File: config.mk
export PLATFORM = sky130hd
export DESIGN_NAME = dust_low_pulse_occupancy_meter_top
export DESIGN_NICKNAME = d
export VERILOG_FILES = /design/src/dlpom_pkg.sv /design/src/dlpom_div.sv /design/src/dlpom_dp.sv /design/src/dlpom_ctrl.sv /design/src/dust_low_pulse_occupancy_meter_top.sv
export VERILOG_INCLUDE_DIRS = /design/src /design/src/src
export SDC_FILE = /design/constraint.sdc
export NUM_CORES = 2
export LEC_CHECK = 0
export ABC_AREA = 0
export ABC_CLOCK_PERIOD_IN_PS = 17400
export BUFFER_PORTS_ARGS = -buffer_cell sky130_fd_sc_hd__buf_2
export CAP_MARGIN = 20
export CORE_UTILIZATION = 64
export CTS_CLUSTER_DIAMETER = 40
export DETAILED_ROUTE_END_ITERATION = 10
export PLACE_DENSITY = 0.81
export SLEW_MARGIN = 20
export SYNTH_ARGS = -nofsm -noshare
export SYNTH_HDL_FRONTEND = slang
export SYNTH_SLANG_ARGS = --single-unit
File: constraint.sdc
create_clock -name clock -period 17.4 [get_ports clock]
set_input_delay 3.48 -clock clock [delete_from_list [all_inputs] [get_ports clock]]
set_output_delay 3.48 -clock clock [all_outputs]
set_load 0.1 [all_outputs]
File: src/assert_macros.svh
// Assertion macros shared by the dust meter RTL.
`ifndef ASSERT_MACROS_SVH
`define ASSERT_MACROS_SVH

// Checks that the consequent holds in the same cycle as the antecedent.
`define ASSERT_IMPLY(label, clk, rst, ante, cons, msg) \
   label: assert property (@(posedge clk) disable iff (rst) (ante) |-> (cons)) \
      else $error(msg);

// Checks that the consequent holds in the cycle after the antecedent.
`define ASSERT_NEXT(label, clk, rst, ante, cons, msg) \
   label: assert property (@(posedge clk) disable iff (rst) (ante) |=> (cons)) \
      else $error(msg);

`endif

File: src/dlpom_pkg.sv
// Shared types and constants of the low pulse occupancy dust meter.
package dlpom_pkg;

   localparam logic CMD_TICK = 1'b0;
   localparam logic CMD_READ = 1'b1;

   localparam int RATIO_W     = 23;
   localparam int RATIO_FRAC  = 16;
   localparam int CONC_W      = 29;
   localparam int ACC_W       = 78;
   localparam int POS_W       = 77;
   localparam int SCALE_SHIFT = 40;
   localparam int REQ_DATA_W  = 8;
   localparam int RSP_DATA_W  = 56;

   // The reciprocal of one hundred scaled by 2^44 and rounded up is exact below 2^37.
   localparam int RECIP_W     = 38;
   localparam int RECIP_SPLIT = 19;
   localparam int RECIP_SHIFT = 44;
   localparam logic [RECIP_W-1:0]             RECIP_M  = 38'd175921860445;
   localparam logic [RECIP_SPLIT-1:0]         RECIP_LO = RECIP_M[RECIP_SPLIT-1:0];
   localparam logic [RECIP_W-RECIP_SPLIT-1:0] RECIP_HI = RECIP_M[RECIP_W-1:RECIP_SPLIT];

   localparam logic [ACC_W-1:0] POLY_A_OFFSET = ACC_W'(380) << 16;
   localparam logic [ACC_W-1:0] POLY_B_OFFSET = ACC_W'(52000) << 32;
   localparam logic [ACC_W-1:0] POLY_P_OFFSET = ACC_W'(62) << 48;

   localparam logic [RATIO_W-1:0] RATIO_MAX = 23'd6553600;
   localparam logic [CONC_W-1:0]  CONC_MAX  = 29'd285212671;

   typedef struct packed {
      logic start_read;
      logic tick;
      logic div_step;
      logic mul_a_load;
      logic mul_b_load;
      logic mul_step;
      logic div_c_load;
      logic conc_load;
      logic out_load;
   } dp_cmd_type;

   typedef struct packed {
      logic low_zero;
      logic out_free;
   } dp_status_type;

endpackage

File: src/dlpom_div.sv
// Restoring divider that produces one quotient bit per cycle in which step is asserted.
module dlpom_div #(
   parameter int DIVIDEND_W = 55,
   parameter int DIVISOR_W  = 32
) (
   input  logic                          clock,
   input  logic                          load,
   input  logic                          step,
   input  logic [DIVIDEND_W-1:0]         dividend,
   input  logic [DIVISOR_W-1:0]          divisor,
   output logic [dlpom_pkg::RATIO_W-1:0] quotient
);
   import dlpom_pkg::*;

   logic [DIVIDEND_W-1:0] dd_ff, dd_in;
   logic [DIVISOR_W-1:0]  dvs_ff, dvs_in;
   logic [DIVISOR_W-1:0]  rem_ff, rem_in;
   logic [RATIO_W-1:0]    quo_ff, quo_in;
   logic [DIVISOR_W:0]    trial;
   logic [DIVISOR_W:0]    diff;
   logic                  fits;

   assign trial = {rem_ff, dd_ff[DIVIDEND_W-1]};
   assign fits  = trial >= {1'b0, dvs_ff};
   assign diff  = trial - {1'b0, dvs_ff};

   always_comb begin
      dd_in  = dd_ff;
      dvs_in = dvs_ff;
      rem_in = rem_ff;
      quo_in = quo_ff;
      if (load) begin
         dd_in  = dividend;
         dvs_in = divisor;
         rem_in = '0;
         quo_in = '0;
      end else if (step) begin
         dd_in  = {dd_ff[DIVIDEND_W-2:0], 1'b0};
         rem_in = fits ? diff[DIVISOR_W-1:0] : trial[DIVISOR_W-1:0];
         quo_in = {quo_ff[RATIO_W-2:0], fits};
      end
   end

   always_ff @(posedge clock) begin
      dd_ff  <= dd_in;
      dvs_ff <= dvs_in;
      rem_ff <= rem_in;
      quo_ff <= quo_in;
   end

   assign quotient = quo_ff;

endmodule

File: src/dlpom_dp.sv
// Datapath of the dust meter: counters, ratio divider, serial multiplier and output scaling.
module dlpom_dp #(
   parameter int COUNT_WIDTH = 32
) (
   input  logic                           clock,
   input  logic                           reset,
   input  dlpom_pkg::dp_cmd_type          cmd,
   output dlpom_pkg::dp_status_type       status,
   input  logic                           req_pin_level,
   input  logic                           csr_valid,
   input  logic                           csr_data,
   input  logic                           rsp_tready,
   output logic                           rsp_tvalid,
   output logic [dlpom_pkg::CONC_W-1:0]   rsp_concentration_q8,
   output logic [dlpom_pkg::RATIO_W-1:0]  rsp_ratio_q16
);
   import dlpom_pkg::*;

   localparam int DIV_W    = COUNT_WIDTH + RATIO_W;
   localparam int X100_W   = COUNT_WIDTH + 7;
   localparam int SCALED_W = POS_W - SCALE_SHIFT;
   localparam int PROD_W   = SCALED_W + RECIP_SPLIT;
   localparam int FULL_W   = SCALED_W + RECIP_W;

   logic                   enable_ff, enable_in;
   logic [COUNT_WIDTH-1:0] low_ff, low_in;
   logic [COUNT_WIDTH-1:0] total_ff, total_in;
   logic [COUNT_WIDTH-1:0] total_inc;
   logic [X100_W-1:0]      low_x100;

   logic [ACC_W-1:0]       acc_ff, acc_in;
   logic [ACC_W-1:0]       mc_ff, mc_in;
   logic [RATIO_W-1:0]     mr_ff, mr_in;
   logic [RATIO_W-1:0]     ratio_ff, ratio_in;
   logic                   zero_ff, zero_in;
   logic [ACC_W-1:0]       r_ext;
   logic [ACC_W-1:0]       a_val;

   logic [SCALED_W-1:0]    scaled;
   logic [PROD_W-1:0]      prod_lo_ff, prod_lo_in;
   logic [PROD_W-1:0]      prod_hi;
   logic [FULL_W-1:0]      prod_sum;
   logic [CONC_W-1:0]      conc_ff, conc_in;

   logic                   out_valid_ff, out_valid_in;
   logic [CONC_W-1:0]      out_conc_ff, out_conc_in;
   logic [RATIO_W-1:0]     out_ratio_ff, out_ratio_in;

   logic [DIV_W-1:0]       div_dividend;
   logic [RATIO_W-1:0]     div_q;

   assign total_inc = (total_ff != '1) ? total_ff + 1'b1 : total_ff;
   assign low_x100  = X100_W'({low_ff, 6'b0}) + X100_W'({low_ff, 5'b0})
                    + X100_W'({low_ff, 2'b0});

   assign r_ext = ACC_W'(div_q);
   assign a_val = (r_ext << 7) - (r_ext << 4) - (r_ext << 1) - POLY_A_OFFSET;

   assign scaled   = acc_ff[POS_W-1:SCALE_SHIFT];
   assign prod_hi  = PROD_W'(scaled) * PROD_W'(RECIP_HI);
   assign prod_sum = (FULL_W'(prod_hi) << RECIP_SPLIT) + FULL_W'(prod_lo_ff);

   assign div_dividend = {low_x100, 16'b0};

   dlpom_div #(
      .DIVIDEND_W (DIV_W),
      .DIVISOR_W  (COUNT_WIDTH)
   ) u_div (
      .clock    (clock),
      .load     (cmd.start_read),
      .step     (cmd.div_step),
      .dividend (div_dividend),
      .divisor  (total_ff),
      .quotient (div_q)
   );

   always_comb begin
      enable_in    = csr_valid ? csr_data : enable_ff;
      low_in       = low_ff;
      total_in     = total_ff;
      acc_in       = acc_ff;
      mc_in        = mc_ff;
      mr_in        = mr_ff;
      ratio_in     = ratio_ff;
      zero_in      = zero_ff;
      prod_lo_in   = prod_lo_ff;
      conc_in      = conc_ff;
      out_valid_in = out_valid_ff;
      out_conc_in  = out_conc_ff;
      out_ratio_in = out_ratio_ff;

      if (cmd.start_read) begin
         low_in   = '0;
         total_in = '0;
         ratio_in = '0;
         zero_in  = (low_ff == '0);
      end else if (cmd.tick && enable_ff) begin
         total_in = total_inc;
         if (!req_pin_level && (low_ff < total_inc)) begin
            low_in = low_ff + 1'b1;
         end
      end

      if (cmd.mul_a_load) begin
         ratio_in = div_q;
         mc_in    = a_val;
         mr_in    = div_q;
         acc_in   = POLY_B_OFFSET;
      end else if (cmd.mul_b_load) begin
         mc_in  = acc_ff;
         mr_in  = ratio_ff;
         acc_in = POLY_P_OFFSET;
      end else if (cmd.mul_step) begin
         if (mr_ff[0]) begin
            acc_in = acc_ff + mc_ff;
         end
         mc_in = {mc_ff[ACC_W-2:0], 1'b0};
         mr_in = {1'b0, mr_ff[RATIO_W-1:1]};
      end

      if (cmd.div_c_load) begin
         prod_lo_in = PROD_W'(scaled) * PROD_W'(RECIP_LO);
      end
      if (cmd.conc_load) begin
         conc_in = prod_sum[RECIP_SHIFT +: CONC_W];
      end

      if (cmd.out_load) begin
         out_valid_in = 1'b1;
         out_conc_in  = zero_ff ? '0 : conc_ff;
         out_ratio_in = ratio_ff;
      end else if (rsp_tready) begin
         out_valid_in = 1'b0;
      end
   end

   always_ff @(posedge clock) begin
      if (reset) begin
         enable_ff    <= 1'b0;
         low_ff       <= '0;
         total_ff     <= '0;
         out_valid_ff <= 1'b0;
      end else begin
         enable_ff    <= enable_in;
         low_ff       <= low_in;
         total_ff     <= total_in;
         out_valid_ff <= out_valid_in;
      end
   end

   always_ff @(posedge clock) begin
      acc_ff       <= acc_in;
      mc_ff        <= mc_in;
      mr_ff        <= mr_in;
      ratio_ff     <= ratio_in;
      zero_ff      <= zero_in;
      prod_lo_ff   <= prod_lo_in;
      conc_ff      <= conc_in;
      out_conc_ff  <= out_conc_in;
      out_ratio_ff <= out_ratio_in;
   end

   assign status.low_zero = (low_ff == '0);
   assign status.out_free = !out_valid_ff || rsp_tready;

   assign rsp_tvalid           = out_valid_ff;
   assign rsp_concentration_q8 = out_conc_ff;
   assign rsp_ratio_q16        = out_ratio_ff;

endmodule

File: src/dlpom_ctrl.sv
// Controller state machine that sequences a read through division and polynomial steps.
module dlpom_ctrl #(
   parameter int DIV_STEPS = 55
) (
   input  logic                      clock,
   input  logic                      reset,
   input  logic                      req_tvalid,
   input  logic                      req_tuser,
   output logic                      req_tready,
   input  dlpom_pkg::dp_status_type  status,
   output dlpom_pkg::dp_cmd_type     cmd
);
   import dlpom_pkg::*;

   localparam int CNT_W = $clog2(DIV_STEPS);
   localparam logic [CNT_W-1:0] DIV_LAST = CNT_W'(DIV_STEPS - 1);
   localparam logic [CNT_W-1:0] MUL_LAST = CNT_W'(RATIO_W - 1);

   typedef enum logic [3:0] {
      S_IDLE,
      S_DIV_R,
      S_MUL_A_LD,
      S_MUL_A,
      S_MUL_B_LD,
      S_MUL_B,
      S_DIV_C_LD,
      S_DIV_C,
      S_DONE
   } state_type;

   state_type        state_ff, state_in;
   logic [CNT_W-1:0] cnt_ff, cnt_in;
   logic             accept;

   assign req_tready = (state_ff == S_IDLE);
   assign accept     = req_tvalid && req_tready;

   always_comb begin
      cmd      = '0;
      state_in = state_ff;
      cnt_in   = cnt_ff;
      unique case (state_ff)
         S_IDLE: begin
            if (accept) begin
               if (req_tuser == CMD_READ) begin
                  cmd.start_read = 1'b1;
                  if (status.low_zero) begin
                     state_in = S_DONE;
                  end else begin
                     state_in = S_DIV_R;
                     cnt_in   = DIV_LAST;
                  end
               end else begin
                  cmd.tick = 1'b1;
               end
            end
         end
         S_DIV_R: begin
            cmd.div_step = 1'b1;
            if (cnt_ff == '0) begin
               state_in = S_MUL_A_LD;
            end else begin
               cnt_in = cnt_ff - 1'b1;
            end
         end
         S_MUL_A_LD: begin
            cmd.mul_a_load = 1'b1;
            cnt_in         = MUL_LAST;
            state_in       = S_MUL_A;
         end
         S_MUL_A: begin
            cmd.mul_step = 1'b1;
            if (cnt_ff == '0) begin
               state_in = S_MUL_B_LD;
            end else begin
               cnt_in = cnt_ff - 1'b1;
            end
         end
         S_MUL_B_LD: begin
            cmd.mul_b_load = 1'b1;
            cnt_in         = MUL_LAST;
            state_in       = S_MUL_B;
         end
         S_MUL_B: begin
            cmd.mul_step = 1'b1;
            if (cnt_ff == '0) begin
               state_in = S_DIV_C_LD;
            end else begin
               cnt_in = cnt_ff - 1'b1;
            end
         end
         S_DIV_C_LD: begin
            cmd.div_c_load = 1'b1;
            state_in       = S_DIV_C;
         end
         S_DIV_C: begin
            cmd.conc_load = 1'b1;
            state_in      = S_DONE;
         end
         S_DONE: begin
            if (status.out_free) begin
               cmd.out_load = 1'b1;
               state_in     = S_IDLE;
            end
         end
         default: begin
            state_in = S_IDLE;
         end
      endcase
   end

   always_ff @(posedge clock) begin
      if (reset) begin
         state_ff <= S_IDLE;
         cnt_ff   <= '0;
      end else begin
         state_ff <= state_in;
         cnt_ff   <= cnt_in;
      end
   end

endmodule

File: src/dust_low_pulse_occupancy_meter_top.sv
// Top level of the low pulse occupancy dust meter.
// Ticks are accepted back to back while idle.
// A read result turns valid after the bit-serial ratio divider, two passes of the shift-add
// multiplier and the division by one hundred; with no low ticks it skips these steps. Input
// reopens as the result turns valid, unless an earlier result still waits.
// Synchronous reset clears both counters, the sampling enable and the result valid flag.
`include "assert_macros.svh"

module dust_low_pulse_occupancy_meter_top #(
   parameter int COUNT_WIDTH = 32
) (
   input  logic                                clock,
   input  logic                                reset,
   input  logic                                req_tvalid,
   output logic                                req_tready,
   // Bit 0: pin_level; bits 7:1 are zero.
   input  logic [dlpom_pkg::REQ_DATA_W-1:0]    req_tdata,
   // Bit 0: cmd.
   input  logic                                req_tuser,
   output logic                                rsp_tvalid,
   input  logic                                rsp_tready,
   // Bits 28:0: concentration_q8; bits 51:29: ratio_q16; bits 55:52 are zero.
   output logic [dlpom_pkg::RSP_DATA_W-1:0]    rsp_tdata,
   input  logic                                csr_valid,
   output logic                                csr_ready,
   input  logic                                csr_data
);
   import dlpom_pkg::*;

   dp_cmd_type         cmd;
   dp_status_type      status;
   logic [CONC_W-1:0]  conc;
   logic [RATIO_W-1:0] ratio;

   assign csr_ready = 1'b1;

   dlpom_ctrl #(
      .DIV_STEPS (COUNT_WIDTH + RATIO_W)
   ) u_ctrl (
      .clock      (clock),
      .reset      (reset),
      .req_tvalid (req_tvalid),
      .req_tuser  (req_tuser),
      .req_tready (req_tready),
      .status     (status),
      .cmd        (cmd)
   );

   dlpom_dp #(
      .COUNT_WIDTH (COUNT_WIDTH)
   ) u_dp (
      .clock                (clock),
      .reset                (reset),
      .cmd                  (cmd),
      .status               (status),
      .req_pin_level        (req_tdata[0]),
      .csr_valid            (csr_valid),
      .csr_data             (csr_data),
      .rsp_tready           (rsp_tready),
      .rsp_tvalid           (rsp_tvalid),
      .rsp_concentration_q8 (conc),
      .rsp_ratio_q16        (ratio)
   );

   assign rsp_tdata = {{(RSP_DATA_W - CONC_W - RATIO_W){1'b0}}, ratio, conc};

   `ASSERT_NEXT(a_read_blocks_input, clock, reset, req_tvalid && req_tready && req_tuser == CMD_READ, !req_tready, "input stays open after a read transaction")
   `ASSERT_NEXT(a_tick_no_result, clock, reset, req_tvalid && req_tready && req_tuser == CMD_TICK && !rsp_tvalid, !rsp_tvalid, "tick transaction produced a result")
   `ASSERT_IMPLY(a_ratio_range, clock, reset, rsp_tvalid, rsp_tdata[51:29] <= RATIO_MAX, "ratio above one hundred percent")
   `ASSERT_IMPLY(a_conc_range, clock, reset, rsp_tvalid, rsp_tdata[28:0] <= CONC_MAX, "concentration above curve maximum")

endmodule
==> results.toml <==
[final_layout]
drive_above_1_share_pct = 5.42
area.sequential_sq_um = 13400
utilization_pct = 70.4
fin_nets = 6439
area_growth_pct = 8.35
fin_cells = 6484
multi_input_area_sq_um = 33800
fin_area_sq_um = 54700
fillers = 5793
antenna_cells = 0

[placement]
finalWeightedCongestion = 0.951
dp.final_hpwl_um = 93500
portBuffers = 61
place_area_sq_um = 51700
dp.cells = 6324

[route]
vias = 39200
final_antenna_net_count = 0
met1Wirelength_um = 51900
drt-total-wl_um = 123000
wl_met2_um = 59200
viasPerCell = 6.05
drcViolationCount = 0
drt_first_pass_iters = 6
top_layer = "met4"
drtIter0Drc = 3052
avgRoutedWirePerCell_um = 18.9
wl_met3_um = 7170

[worst_hold_path]
hold_path.class = "register to register"

[flow_run]
max_cap_viol_count = 0

[floorplanning]
fp.coreArea_sq_um = 77700
io_pins = 74
die_w_um = 283
dieArea_sq_um = 80000
die_y_um = 283
core.rowCount = 102
initial_core_util_pct = 64.9

[setup_path]
critical-path-slowest-cell = "dfxtp_1"
worstSetupPathType = "register to register"
required_ns = 17.76
r2r_slack_ns = 7.81
cp.arrival_ns = 9.95
end_kind = "register"
startpoint_type = "register"
cpPeakStageDelay_ns = 0.78
cp_common_cell = "inv_1"
cp_max_fo = 11

[yosys]
synth_edf_count = 307
yosysSeqAreaShare_pct = 26.5
synth_seq_cells = 515
synthTopCellsByCount = "inv_1, ha_1, nand2_1"
synth_top_area_cell = "edfxtp_1"
ys_types = 87
synth.avg_cell_area_sq_um = 9.41
yosys.area.top_type_share_pct = 18.3
synth_area_sq_um = 50500
muxShareOfSynthArea_pct = 0.476
synth_most_common_cell = "inv_1"
synthArstFlopShare_pct = 0
synth_compound_area_share_pct = 15.8
ys_top_cells_by_area = "edfxtp_1, fa_1, ha_1"
synthXorXnorAreaFrac_pct = 5.73
yosysWarnings = 0
netlist_instances = 5367
synthFlopType = "edfxtp_1"
synth_top_family_by_area = "adder cells"
yosys.area_share.simple_pct = 12.2
synthAdderAreaFrac_pct = 32.5

[sta]
slew_headroom_pct = 25.0
worst_slew_pin_slew_ns = 1.11
clock-skew-final_ns = 0.0570
fmax_mhz = 104
final.min_clock_period_ns = 9.59
slew_violations = 0
rsz0062_at_grt = "no"
period_share_pct = 55.1
hold_viol = 0
setup-violations-final = 0
fin_setup_tns_ns = 0

[global_route]
antenna_found_initial = 0
grt_max_degree = 82
grt_pass1_vias = 39200
grt_overflow = 0
grt_pass1_wl_um = 199000
grtUsageTotal_pct = 31.0

[clock_tree]
cts-hold-fix-buffers = 0
clkSlewWorstSetupHoldPaths_ns = 0.06
cts_resized = 0
root_buffer = "clkbuf_16"
cts_inserted_buffers = 85
clockBufferDepth = 3
tritoncts = "built"
clock_latency_ns = 0.67
postCtsSetupBuffers = 0
cts_sinks = 515
cts_htree_levels = 3

[status]
status = "finished, final reports clean"
through the flow:
step / hold slack (ns) / setup slack, ns
floorplan: 0.403 / 9.52
global placement: 0.438 / 8.05
detailed placement: 0.441 / 7.94
CTS: 0.449 / 7.86
global route: 0.460 / 7.19
finish: 0.448 / 7.81
metal layers:
layer,vias up,track usage (%)
li1,18600,-
met1,19100,40.5
met2,1253,52.4
met3,272,4.41
met4,0,11.1
met5,-,0
final timing paths:
check,from,endpoint,cells after the start
max,u_dp.acc_ff[40],u_dp.conc_ff[22],34
min reg2reg,u_dp.ratio_ff[19],u_dp.rsp_ratio_q16[19],0
max reg2reg,u_dp.acc_ff[40],u_dp.conc_ff[22],34
min,u_dp.ratio_ff[19],u_dp.rsp_ratio_q16[19],0
layout by cell type (no fill, tap or decap), types with 130 or more instances in the layout:
cell      instances
a21o_1          164
a21oi_1         367
dfxtp_1         208
edfxtp_1        307
fa_1            429
ha_1            624
inv_1           728
nand2_1         465
nor2_1          271
o21ai_0         278
xnor2_1         200
xor2_1          130
flip-flops by register name, summed over array words and instances (netlist names), 29 cells and up:
| register | cells |
|---|---|
| u_dp.conc_ff | 29 |
| u_dp.acc_ff | 77 |
| u_dp.total_ff | 32 |
| u_dp.mc_ff | 77 |
| u_dp.u_div.dd_ff | 37 |
| u_dp.u_div.dvs_ff | 32 |
| u_dp.low_ff | 32 |
| u_dp.u_div.rem_ff | 32 |
| u_dp.rsp_concentration_q8 | 29 |
| u_dp.prod_lo_ff | 33 |
area by class of cell:
cell class | instances | area share, %
clock buffer | 107 | 4.30
clock inverter | 53 | 1.15
inverter | 729 | 5.00
multi-input combinational | 3948 | 61.7
sequential | 515 | 24.5
tap | 1040 | 2.38
timing repair buffer | 92 | 0.984
logic make-up after synthesis:
group                    count (synthesis)
buffers and inverters                  907
other                                    2
AND/OR/NAND/NOR                       1290
AO/OA/AOI/OAI                         1246
XOR/XNOR                               330
adder cells (fa/ha/maj)               1053
multiplexers                            24
flip-flops                             515
worst max-delay path: cells and delay by family (launching register included):
family | cells | cell delay, ns
fa+ha+maj | 8 | 3.27
simple gates | 11 | 2.70
compound gates | 7 | 1.82
flops | 1 | 0.78
buf+inv | 6 | 0.52
xor+xnor | 2 | 0.18
Power is not shown: default switching activity piles up to over one toggle a cycle in this logic, so the estimate is an artifact.
